===== config.mk =====
export PLATFORM = sky130hd
export DESIGN_NAME = sphere_trigger_overlap_events_unit
export DESIGN_NICKNAME = d
export VERILOG_FILES = /design/src/rtl/stoe_pkg.sv /design/src/rtl/stoe_ctrl.sv /design/src/rtl/stoe_dpath.sv /design/src/rtl/sphere_trigger_overlap_events_unit.sv
export SDC_FILE = /design/constraint.sdc
export NUM_CORES = 2
export LEC_CHECK = 0
export BUFFER_PORTS_ARGS = -buffer_cell sky130_fd_sc_hd__buf_2
export CAP_MARGIN = 20
export CORE_MARGIN = 5
export CORE_UTILIZATION = 30
export DETAILED_ROUTE_END_ITERATION = 8
export PLACE_DENSITY = 0.5
export SLEW_MARGIN = 40
export SYNTH_ARGS = -nofsm -noshare
export SYNTH_HDL_FRONTEND = slang
export SYNTH_HIERARCHICAL = 1
export SYNTH_SLANG_ARGS = --single-unit

===== constraint.sdc =====
create_clock -name clk -period 17.45 [get_ports clk]
set_clock_uncertainty 0.05 [all_clocks]
set_input_delay 0.8725 -clock clk [delete_from_list [all_inputs] [get_ports clk]]
set_output_delay 0.8725 -clock clk [all_outputs]
set_load 0.02 [all_outputs]

===== src/rtl/stoe_pkg.sv =====
// Shared types and constants for the sphere trigger overlap events unit.
// No dependencies; imported by the controller, the datapath and the top level.
package stoe_pkg;

	localparam int ENT_W  = 16;
	localparam int POS_W  = 24;
	localparam int RAD_W  = 23;
	localparam int EN_W   = 3;
	localparam int DIFF_W = POS_W + 1;
	localparam int PROD_W = 2 * DIFF_W;
	localparam int KIND_W = 2;

	// enable bit positions inside a slot
	localparam int EN_ENTER = 0;
	localparam int EN_STAY  = 1;
	localparam int EN_EXIT  = 2;

	typedef enum logic [KIND_W-1:0] {
		KIND_ENTER = 2'd0,
		KIND_STAY  = 2'd1,
		KIND_EXIT  = 2'd2,
		KIND_END   = 2'd3
	} kind_t;

	typedef enum logic [1:0] {
		OP_DX = 2'd0,
		OP_DY = 2'd1,
		OP_DZ = 2'd2,
		OP_RS = 2'd3
	} op_sel_t;

	typedef enum logic [1:0] {
		ACC_HOLD = 2'd0,
		ACC_LOAD = 2'd1,
		ACC_ADD  = 2'd2
	} acc_mode_t;

	typedef enum logic [2:0] {
		ST_IDLE,
		ST_EVAL,
		ST_PAIR,
		ST_SCAN_RD,
		ST_SCAN_EV,
		ST_END
	} state_t;

	typedef struct packed {
		logic [ENT_W-1:0] ent;
		logic [POS_W-1:0] x;
		logic [POS_W-1:0] y;
		logic [POS_W-1:0] z;
		logic [RAD_W-1:0] radius;
		logic [EN_W-1:0]  en;
	} slot_t;

	typedef struct packed {
		logic      wr_en;
		logic      op_load;
		op_sel_t   op_sel;
		acc_mode_t acc_mode;
		logic      pair_wr;
		logic      cur_clr;
		logic      commit;
		logic      scan_exit;
		logic      out_load_ev;
		logic      out_load_end;
		logic      end_ovf;
	} cmd_t;

	typedef struct packed {
		logic ev_hit;
		logic out_free;
	} status_t;

endpackage


===== src/rtl/stoe_ctrl.sv =====
// Controller for the sphere trigger overlap events unit: load, pair test,
// event scan and end marker sequencing. Depends on stoe_pkg.
module stoe_ctrl import stoe_pkg::*; #(
	parameter int MAX_TRIGGERS = 8
) (
	input  logic clk,
	input  logic arst_n,
	input  logic in_valid,
	output logic in_stall,
	input  logic last_trigger,
	input  status_t status,
	output cmd_t cmd,
	output logic [((MAX_TRIGGERS > 1) ? $clog2(MAX_TRIGGERS) : 1)-1:0] addr_a,
	output logic [((MAX_TRIGGERS > 1) ? $clog2(MAX_TRIGGERS) : 1)-1:0] addr_b,
	output logic [((MAX_TRIGGERS > 1) ? $clog2(MAX_TRIGGERS) : 1)-1:0] wr_addr
);

	localparam int IW = (MAX_TRIGGERS > 1) ? $clog2(MAX_TRIGGERS) : 1;
	localparam int CW = $clog2(MAX_TRIGGERS + 1);

	// pair test step numbers
	localparam logic [2:0] STEP_RD  = 3'd0;
	localparam logic [2:0] STEP_DX  = 3'd1;
	localparam logic [2:0] STEP_DY  = 3'd2;
	localparam logic [2:0] STEP_DZ  = 3'd3;
	localparam logic [2:0] STEP_RS  = 3'd4;
	localparam logic [2:0] STEP_ACC = 3'd5;
	localparam logic [2:0] STEP_CMP = 3'd6;

	state_t state_q, state_n;
	logic [CW-1:0] cnt_q, cnt_n;
	logic [IW-1:0] i_q, i_n, j_q, j_n;
	logic [2:0] t_q, t_n;
	logic phase_q, phase_n;
	logic dropped_q, dropped_n;
	logic j_at_end, i_at_end, i_at_pair_end;

	assign addr_a  = i_q;
	assign addr_b  = j_q;
	assign wr_addr = cnt_q[IW-1:0];

	assign j_at_end      = (CW'(j_q) == cnt_q - CW'(1));
	assign i_at_end      = (CW'(i_q) == cnt_q - CW'(1));
	assign i_at_pair_end = (CW'(i_q) == cnt_q - CW'(2));

	always_ff @(posedge clk or negedge arst_n) begin
		if (!arst_n) begin
			state_q   <= ST_IDLE;
			cnt_q     <= '0;
			i_q       <= '0;
			j_q       <= '0;
			t_q       <= STEP_RD;
			phase_q   <= 1'b0;
			dropped_q <= 1'b0;
		end else begin
			state_q   <= state_n;
			cnt_q     <= cnt_n;
			i_q       <= i_n;
			j_q       <= j_n;
			t_q       <= t_n;
			phase_q   <= phase_n;
			dropped_q <= dropped_n;
		end
	end

	always_comb begin
		state_n   = state_q;
		cnt_n     = cnt_q;
		i_n       = i_q;
		j_n       = j_q;
		t_n       = t_q;
		phase_n   = phase_q;
		dropped_n = dropped_q;
		in_stall  = 1'b1;
		cmd       = '0;
		cmd.op_sel    = OP_DX;
		cmd.acc_mode  = ACC_HOLD;
		cmd.scan_exit = phase_q;
		cmd.end_ovf   = dropped_q;

		unique case (state_q)
			ST_IDLE: begin
				in_stall = 1'b0;
				if (in_valid) begin
					if (cnt_q < CW'(MAX_TRIGGERS)) begin
						cmd.wr_en = 1'b1;
						cnt_n     = cnt_q + CW'(1);
					end else begin
						dropped_n = 1'b1;
					end
					if (last_trigger) begin
						state_n = ST_EVAL;
					end
				end
			end
			ST_EVAL: begin
				cmd.cur_clr = 1'b1;
				i_n     = '0;
				t_n     = STEP_RD;
				phase_n = 1'b0;
				if (cnt_q == '0) begin
					state_n = ST_END;
				end else if (cnt_q < CW'(2)) begin
					j_n     = '0;
					state_n = ST_SCAN_RD;
				end else begin
					j_n     = IW'(1);
					state_n = ST_PAIR;
				end
			end
			ST_PAIR: begin
				t_n = t_q + 3'd1;
				case (t_q)
					STEP_DX: begin
						cmd.op_load = 1'b1;
						cmd.op_sel  = OP_DX;
					end
					STEP_DY: begin
						cmd.op_load = 1'b1;
						cmd.op_sel  = OP_DY;
					end
					STEP_DZ: begin
						cmd.op_load  = 1'b1;
						cmd.op_sel   = OP_DZ;
						cmd.acc_mode = ACC_LOAD;
					end
					STEP_RS: begin
						cmd.op_load  = 1'b1;
						cmd.op_sel   = OP_RS;
						cmd.acc_mode = ACC_ADD;
					end
					STEP_ACC: begin
						cmd.acc_mode = ACC_ADD;
					end
					STEP_CMP: begin
						cmd.pair_wr = 1'b1;
						t_n = STEP_RD;
						if (j_at_end) begin
							if (i_at_pair_end) begin
								i_n     = '0;
								j_n     = '0;
								state_n = ST_SCAN_RD;
							end else begin
								i_n = i_q + IW'(1);
								j_n = IW'(CW'(i_q) + CW'(2));
							end
						end else begin
							j_n = j_q + IW'(1);
						end
					end
					default: ;
				endcase
			end
			ST_SCAN_RD: begin
				state_n = ST_SCAN_EV;
			end
			ST_SCAN_EV: begin
				if (!(status.ev_hit && !status.out_free)) begin
					cmd.out_load_ev = status.ev_hit;
					state_n = ST_SCAN_RD;
					if (j_at_end) begin
						j_n = '0;
						if (!phase_q) begin
							phase_n = 1'b1;
						end else begin
							phase_n = 1'b0;
							if (i_at_end) begin
								state_n = ST_END;
							end else begin
								i_n = i_q + IW'(1);
							end
						end
					end else begin
						j_n = j_q + IW'(1);
					end
				end
			end
			ST_END: begin
				if (status.out_free) begin
					cmd.out_load_end = 1'b1;
					cmd.commit       = 1'b1;
					cnt_n     = '0;
					dropped_n = 1'b0;
					state_n   = ST_IDLE;
				end
			end
			default: begin
				state_n = ST_IDLE;
			end
		endcase
	end

	a_cnt_bound: assert property (@(posedge clk) disable iff (!arst_n)
		cnt_q <= CW'(MAX_TRIGGERS))
		else $error("load count beyond capacity");

	a_load_free: assert property (@(posedge clk) disable iff (!arst_n)
		(cmd.out_load_ev || cmd.out_load_end) |-> status.out_free)
		else $error("result loaded into a busy output register");

	a_frame_clear: assert property (@(posedge clk) disable iff (!arst_n)
		cmd.out_load_end |=> (cnt_q == '0) && !dropped_q && (state_q == ST_IDLE))
		else $error("frame state not cleared after end marker");

	a_pair_order: assert property (@(posedge clk) disable iff (!arst_n)
		(state_q == ST_PAIR) |-> (i_q < j_q) && (CW'(j_q) < cnt_q))
		else $error("pair indices out of order or range");

	a_scan_range: assert property (@(posedge clk) disable iff (!arst_n)
		(state_q == ST_SCAN_EV) |-> (CW'(i_q) < cnt_q) && (CW'(j_q) < cnt_q))
		else $error("scan index beyond loaded slots");

endmodule


===== src/rtl/stoe_dpath.sv =====
// Datapath for the sphere trigger overlap events unit: slot memory, shared
// squarer, overlap matrices and output register. Depends on stoe_pkg.
module stoe_dpath import stoe_pkg::*; #(
	parameter int MAX_TRIGGERS = 8
) (
	input  logic clk,
	input  logic arst_n,
	input  cmd_t cmd,
	output status_t status,
	input  logic [((MAX_TRIGGERS > 1) ? $clog2(MAX_TRIGGERS) : 1)-1:0] addr_a,
	input  logic [((MAX_TRIGGERS > 1) ? $clog2(MAX_TRIGGERS) : 1)-1:0] addr_b,
	input  logic [((MAX_TRIGGERS > 1) ? $clog2(MAX_TRIGGERS) : 1)-1:0] wr_addr,
	input  slot_t wr_data,
	output logic out_valid,
	input  logic out_stall,
	output logic [ENT_W-1:0] owner_id,
	output logic [ENT_W-1:0] other_id,
	output logic [KIND_W-1:0] event_kind,
	output logic overflow,
	output logic last
);

	slot_t mem_q [MAX_TRIGGERS];
	slot_t rd_a_q, rd_b_q;

	logic signed [DIFF_W-1:0] op_q, op_n;
	logic signed [PROD_W-1:0] sq;
	logic [PROD_W-1:0] prod_q, acc_q;
	logic touch;

	logic [MAX_TRIGGERS-1:0][MAX_TRIGGERS-1:0] cur_q, prev_q;
	logic cur_bit, prev_bit;
	kind_t ev_kind;

	logic out_valid_q, overflow_q, last_q;
	logic [ENT_W-1:0] owner_q, other_q;
	kind_t kind_q;

	// slot memory: one write port, two registered read ports
	always_ff @(posedge clk) begin
		if (cmd.wr_en) begin
			mem_q[wr_addr] <= wr_data;
		end
		rd_a_q <= mem_q[addr_a];
		rd_b_q <= mem_q[addr_b];
	end

	always_comb begin
		case (cmd.op_sel)
			OP_DX: op_n = {rd_a_q.x[POS_W-1], rd_a_q.x} - {rd_b_q.x[POS_W-1], rd_b_q.x};
			OP_DY: op_n = {rd_a_q.y[POS_W-1], rd_a_q.y} - {rd_b_q.y[POS_W-1], rd_b_q.y};
			OP_DZ: op_n = {rd_a_q.z[POS_W-1], rd_a_q.z} - {rd_b_q.z[POS_W-1], rd_b_q.z};
			default: op_n = {1'b0, {1'b0, rd_a_q.radius} + {1'b0, rd_b_q.radius}};
		endcase
	end

	assign sq = op_q * op_q;

	// squarer pipeline: operand -> square -> accumulator
	always_ff @(posedge clk) begin
		if (cmd.op_load) begin
			op_q <= op_n;
		end
		prod_q <= $unsigned(sq);
		case (cmd.acc_mode)
			ACC_LOAD: acc_q <= prod_q;
			ACC_ADD:  acc_q <= acc_q + prod_q;
			default:  acc_q <= acc_q;
		endcase
	end

	// distance squared against (r_a + r_b) squared, strict
	assign touch = (acc_q < prod_q);

	always_ff @(posedge clk or negedge arst_n) begin
		if (!arst_n) begin
			cur_q  <= '0;
			prev_q <= '0;
		end else begin
			if (cmd.cur_clr) begin
				cur_q <= '0;
			end else if (cmd.pair_wr) begin
				cur_q[addr_a][addr_b] <= touch;
				cur_q[addr_b][addr_a] <= touch;
			end
			if (cmd.commit) begin
				prev_q <= cur_q;
			end
		end
	end

	assign cur_bit  = cur_q[addr_a][addr_b];
	assign prev_bit = prev_q[addr_a][addr_b];

	always_comb begin
		if (cmd.scan_exit) begin
			ev_kind       = KIND_EXIT;
			status.ev_hit = prev_bit && !cur_bit && rd_a_q.en[EN_EXIT];
		end else if (prev_bit) begin
			ev_kind       = KIND_STAY;
			status.ev_hit = cur_bit && rd_a_q.en[EN_STAY];
		end else begin
			ev_kind       = KIND_ENTER;
			status.ev_hit = cur_bit && rd_a_q.en[EN_ENTER];
		end
	end

	assign status.out_free = !out_valid_q || !out_stall;

	always_ff @(posedge clk or negedge arst_n) begin
		if (!arst_n) begin
			out_valid_q <= 1'b0;
		end else if (cmd.out_load_ev || cmd.out_load_end) begin
			out_valid_q <= 1'b1;
		end else if (!out_stall) begin
			out_valid_q <= 1'b0;
		end
	end

	always_ff @(posedge clk) begin
		if (cmd.out_load_ev) begin
			owner_q    <= rd_a_q.ent;
			other_q    <= rd_b_q.ent;
			kind_q     <= ev_kind;
			overflow_q <= 1'b0;
			last_q     <= 1'b0;
		end else if (cmd.out_load_end) begin
			owner_q    <= '0;
			other_q    <= '0;
			kind_q     <= KIND_END;
			overflow_q <= cmd.end_ovf;
			last_q     <= 1'b1;
		end
	end

	assign out_valid  = out_valid_q;
	assign owner_id   = owner_q;
	assign other_id   = other_q;
	assign event_kind = kind_q;
	assign overflow   = overflow_q;
	assign last       = last_q;

endmodule


===== src/rtl/sphere_trigger_overlap_events_unit.sv =====
// The end marker follows the pair test and the scan of all N loaded slots,
// and is held back while the output is stalled.
// Throughput: one item per cycle while loading; no item is taken during evaluation.
// Reset (arst_n low, asynchronous): empty frame, previous overlaps all clear.
// Depends on stoe_pkg, stoe_ctrl and stoe_dpath.
module sphere_trigger_overlap_events_unit import stoe_pkg::*; #(
	parameter int MAX_TRIGGERS = 8
) (
	input  logic clk,
	input  logic arst_n,

	// request channel: one trigger sphere per request
	input  logic in_valid,
	output logic in_stall,
	input  logic [ENT_W-1:0] entity_id,
	input  logic signed [POS_W-1:0] pos_x,
	input  logic signed [POS_W-1:0] pos_y,
	input  logic signed [POS_W-1:0] pos_z,
	input  logic [RAD_W-1:0] sphere_radius,
	input  logic enter_enabled,
	input  logic stay_enabled,
	input  logic exit_enabled,
	input  logic last_trigger,

	// event channel
	output logic out_valid,
	input  logic out_stall,
	output logic [ENT_W-1:0] owner_id,
	output logic [ENT_W-1:0] other_id,
	output logic [KIND_W-1:0] event_kind,
	output logic overflow,
	output logic last
);

	localparam int IW = (MAX_TRIGGERS > 1) ? $clog2(MAX_TRIGGERS) : 1;

	// How it runs:
	//  - Loading: each accepted request is written into the next free slot of
	//    the slot memory. Requests beyond MAX_TRIGGERS are dropped and flagged.
	//  - Pair test: the request marked last starts evaluation. Overlap is
	//    symmetric, so only pairs i < j are tested, one pair at a time through
	//    one shared 25x25 squarer: dx^2 + dy^2 + dz^2 is accumulated and
	//    compared strictly against (r_i + r_j)^2. Both matrix bits are written.
	//  - Scan: for each owner, each (owner, other) cell is read from memory,
	//    then decided. First pass gives enter/stay, second gives exit.
	//    A stalled output holds the scan.
	//  - End: marker with the dropped flag, current matrix becomes previous.

	cmd_t    cmd;
	status_t status;
	slot_t   wr_data;
	logic [IW-1:0] addr_a, addr_b, wr_addr;

	always_comb begin
		wr_data.ent    = entity_id;
		wr_data.x      = pos_x;
		wr_data.y      = pos_y;
		wr_data.z      = pos_z;
		wr_data.radius = sphere_radius;
		wr_data.en     = {exit_enabled, stay_enabled, enter_enabled};
	end

	stoe_ctrl #(
		.MAX_TRIGGERS(MAX_TRIGGERS)
	) u_ctrl (
		.clk         (clk),
		.arst_n      (arst_n),
		.in_valid    (in_valid),
		.in_stall    (in_stall),
		.last_trigger(last_trigger),
		.status      (status),
		.cmd         (cmd),
		.addr_a      (addr_a),
		.addr_b      (addr_b),
		.wr_addr     (wr_addr)
	);

	stoe_dpath #(
		.MAX_TRIGGERS(MAX_TRIGGERS)
	) u_dpath (
		.clk       (clk),
		.arst_n    (arst_n),
		.cmd       (cmd),
		.status    (status),
		.addr_a    (addr_a),
		.addr_b    (addr_b),
		.wr_addr   (wr_addr),
		.wr_data   (wr_data),
		.out_valid (out_valid),
		.out_stall (out_stall),
		.owner_id  (owner_id),
		.other_id  (other_id),
		.event_kind(event_kind),
		.overflow  (overflow),
		.last      (last)
	);

endmodule

==> tab_implementation.tex <==
\begin{tabular}{lr}
\hline
Metric & Value \\
\hline
\multicolumn{2}{l}{\textbf{Setup path}} \\
\quad Data required time of the critical path & 18070 ps \\
\quad Type of element capturing the critical path & register \\
\quad Biggest cell delay along the critical path & 850 ps \\
\quad WP depth & 24 \\
\quad Arrival time at the worst endpoint & 8530 ps \\
\quad Most used cell, CP & sky130\_fd\_sc\_hd\_\_fa\_1 \\
\quad CP startpoint kind & register \\
\quad Buffer and inverter count on the worst path & 5 \\
\quad Setup Crit Path Kind & reg -> reg \\
\quad Critical path fanouts, max & 21 \\
\quad Kind of cell adding the most delay to the critical path & adder cells \\
\quad Reg2reg path depth & 24 \\
\quad Critical path's slowest cell & sky130\_fd\_sc\_hd\_\_edfxtp\_1 \\
\quad Crit-path cells & inv\_1 > nor2\_1 > fa\_1 > fa\_1 > fa\_1 > inv\_1 > fa\_1 > inv\_1 > fa\_1 > fa\_1 > inv\_1 > fa\_1 > inv\_1 > ha\_1 > nand2\_1 > o21ai\_1 > a211o\_1 > a211o\_1 > o21ai\_1 > a2111oi\_2 > a21oi\_2 > o31ai\_1 > nand4b\_1 > o311ai\_0 \\
\multicolumn{2}{l}{\textbf{STA}} \\
\quad Achievable Freq & 126 MHz \\
\quad Hold\_ws & 44.2 ps \\
\quad Setup TNS & 0 ps \\
\quad Final worst path period share & 45.4\% \\
\quad Max Slew Vio Count & 0 \\
\quad Measured slew at the worst slew-check pin & 1020 ps \\
\quad Number of failing hold endpoints at the final stage & 0 \\
\quad Total setup violations reported at the end of the flow & 0 \\
\quad Fin crit period & approximately 7900 ps \\
\quad Relative slew slack & 32.0\% \\
\quad Unrepaired setup endpoints after global routing & false \\
\multicolumn{2}{l}{\textbf{Route}} \\
\quad Number of DRC markers after the initial detailed-route iteration & 5321 \\
\quad Mean number of vias per cell & 5.35 \\
\quad Antenna viol nets, final & 0 \\
\quad Number of remaining DRC errors & 0 \\
\quad First drt pass iteration count & 6 \\
\quad Final WL & about 270 mm \\
\quad Drt wl/cell & 24.9 um \\
\quad Via count & 57900 \\
\multicolumn{2}{l}{\textbf{GRT}} \\
\quad Via count of the first global-routing pass & between 60000 and 70000 \\
\quad Number of antenna violations at the first check in global routing & 58 \\
\quad First-pass GRT wire length & around 400 mm \\
\quad All-Layer GR Usage & a little under a fifth \\
\quad Pin count of the biggest net entering global routing & 109 \\
\quad GRT overflow & 0 \\
\multicolumn{2}{l}{\textbf{Die}} \\
\quad Height of the chip & 537 um \\
\quad Total core area & $\sim$280000 um\^{}2 \\
\quad Standard-cell rows & 193 \\
\quad Number of top-level design ports & about 160 \\
\quad Initial Utilization & a little under a third \\
\quad Die width & 537 um \\
\quad Floorplan die area & 288000 um\^{}2 \\
\multicolumn{2}{l}{\textbf{Cells and area}} \\
\quad Area growth, synth to finish & 13.2\% \\
\quad Most frequent standard cell in the layout excluding fill and tap cells & sky130\_fd\_sc\_hd\_\_edfxtp\_1 \\
\quad Fill cell total of the finished layout & 27300 \\
\quad Most used cells in the layout excluding fill and tap cells & sky130\_fd\_sc\_hd\_\_edfxtp\_1 (1021), sky130\_fd\_sc\_hd\_\_a22oi\_1 (988), sky130\_fd\_sc\_hd\_\_inv\_1 (898) \\
\quad Share of post-route cells with drive strength above 1 & 9.64\% \\
\quad Layout Nets & 8065 \\
\quad Area used by sequential logic in the layout & $\sim$40000 um\^{}2 \\
\quad Area used by multi-input combinational logic & slightly below 40000 um\^{}2 \\
\multicolumn{2}{l}{\textbf{CTS}} \\
\quad CTS root buffer & sky130\_fd\_sc\_hd\_\_clkbuf\_16 \\
\quad Quantity of gates resized following cts & 0 \\
\quad Worst-path clk slew & 60 ps \\
\quad TritonCTS clock tree & built \\
\quad Clk buf depth & 4 \\
\quad TritonCTS Sinks & roughly 1400 \\
\quad Source-to-sink clock delay at the later pin of the worst-skew pair & 870 ps \\
\quad Post-CTS Hold Buffers & 0 \\
\quad Post-CTS Setup Inserts & 0 \\
\quad CTS HTree Levels & 4 \\
\quad TritonCTS Buffers & 171 \\
\multicolumn{2}{l}{\textbf{Yosys}} \\
\quad Part of the Yosys area used for sequential elements & 47.9\% \\
\quad Synthesized flop and latch total & 1444 \\
\quad Instance count of the mapped netlist & 6915 \\
\quad Total number of yosys warnings & 6 \\
\quad Library cells used by synthesis & 105 \\
\quad Area of the mapped netlist & 83200 um\^{}2 \\
\quad Post-Syn Area per Cell & 12.0 um\^{}2 \\
\quad Number of enable flip-flop cells after synthesis & 1021 \\
\quad Async S/R FF share, synth & 10.2\% \\
\quad Flip-flop cell with the highest count after synthesis & sky130\_fd\_sc\_hd\_\_edfxtp\_1 \\
\quad Post-Syn Nets & 8000 \\
\multicolumn{2}{l}{\textbf{Run status}} \\
\quad Status & completed \\
\multicolumn{2}{l}{\textbf{Hold path}} \\
\quad Type of the tightest min-delay check & in -> async \\
\multicolumn{2}{l}{\textbf{Placed design}} \\
\quad Final weighted congestion in routability-driven placement & 0.854 \\
\quad Number of buffers inserted by port buffering & 156 \\
\quad Detailed placer's ending HPWL & about 170 mm \\
\multicolumn{2}{l}{\textbf{Flow run}} \\
\quad Max capacitance violation total & 0 \\
\hline
\end{tabular}
-- cell families after synthesis --
kind of cell | count (synthesis) | synth area share [%]
AOI/OAI and AO/OA | 1696 | 14.7
xor gates and xnor gates | 204 | 2.18
adders and majority gates | 966 | 20.1
buffers and inverters | 1262 | 5.76
DFF | 1444 | 47.9
muxes | 102 | 1.62
and+or+nand+nor | 1241 | 7.72
-- cells in the mapped netlist, drive strengths merged (107+ instances only) --
cell,instances,area share (%)
edfxtp,1021,37
a22oi,988,8.9
inv,899,4.1
fa,612,15
ha,354,5.3
clkbuf,307,1.4
nand2,293,1.3
dfxtp,276,6.6
nand4,263,2.0
nor2,245,1.1
a21oi,233,1.4
and2,158,1.2
dfrtp,147,4.4
xnor2,144,1.5
o21ai,107,0.65
-- worst register-to-register path, cell delays in order, from the launching register on --
cell	delay (ps)
sky130_fd_sc_hd__edfxtp_1	850
sky130_fd_sc_hd__inv_1	380
sky130_fd_sc_hd__nor2_1	250
sky130_fd_sc_hd__fa_1	460
sky130_fd_sc_hd__fa_1	440
sky130_fd_sc_hd__fa_1	530
sky130_fd_sc_hd__inv_1	60
sky130_fd_sc_hd__fa_1	500
sky130_fd_sc_hd__inv_1	60
sky130_fd_sc_hd__fa_1	500
sky130_fd_sc_hd__fa_1	500
sky130_fd_sc_hd__inv_1	50
sky130_fd_sc_hd__fa_1	470
sky130_fd_sc_hd__inv_1	40
sky130_fd_sc_hd__ha_1	370
sky130_fd_sc_hd__nand2_1	140
sky130_fd_sc_hd__o21ai_1	160
sky130_fd_sc_hd__a211o_1	180
sky130_fd_sc_hd__a211o_1	130
sky130_fd_sc_hd__o21ai_1	90
sky130_fd_sc_hd__a2111oi_2	610
sky130_fd_sc_hd__a21oi_2	230
sky130_fd_sc_hd__o31ai_1	480
sky130_fd_sc_hd__nand4b_1	140
sky130_fd_sc_hd__o311ai_0	100
-- flip-flops by register name, summed over array words and instances (netlist names), 3 cells and up --
register and count:
u_dpath/mem_q 912, u_dpath/rd_a_q 114, u_dpath/rd_b_q 111, u_dpath/cur_q 64, u_dpath/prev_q 64, u_dpath/acc_q 50
u_dpath/prod_q 49, u_dpath/op_q 25, u_dpath/other_id 16, u_dpath/owner_id 16, u_ctrl/cnt_q 4, u_ctrl/addr_a 3
u_ctrl/addr_b 3, u_ctrl/state_q 3, u_ctrl/t_q 3
-- per-layer routing --
layer | part of all wire, % | wire (um) | global-route usage [%] | vias up
met5 | 0.069 | 187 | 0 | -
met4 | 3.8 | 10300 | 6.48 | 32
met3 | 6.9 | 18500 | 3.22 | 683
met2 | 49 | 131000 | 31.0 | 2332
met1 | 41 | 109000 | 23.4 | 29800
li1 | - | - | - | 25100
-- stage by stage --
stage	instance area (um^2)	setup WS [ps]	std cells	util [%]
after floorplan	83200	7330	6915	-
after global placement	88200	9470	10500	31.9
after detailed placement	88500	9450	10500	32.0
after CTS	94100	9380	10800	34.0
after global routing	94100	8980	10800	34.1
final	94100	9530	10800	34.1
-- final timing paths --
path	from	end	slack, ps
min in group clk	entity_id[3]	u_dpath/mem_q[3][101]	210
max in group asynchronous	arst_n	u_dpath/prev_q[63]	16130
setup reg to reg	u_dpath/op_q[9]	u_dpath/prod_q[48]	9530
setup / recovery	u_dpath/op_q[9]	u_dpath/prod_q[48]	9530
hold / removal	arst_n	u_ctrl/state_q[2]	40
hold reg to reg	u_dpath/mem_q[2][92]	u_dpath/rd_b_q[92]	420
-- cell type report --
type / count / share of cell area (%)
sequential: 1444 / 42.3
multi-input combinational: 4209 / 41.1
clock buffer: 230 / 5.05
tap: 3705 / 4.92
inverter: 899 / 3.58
timing repair buffer: 255 / 2.03
clock inverter: 76 / 0.875
antenna: 16 / 0.0425
Power is left out: the tool's default activity adds up to more than one toggle a clock period on the data nets, which glitch-free logic cannot reach.
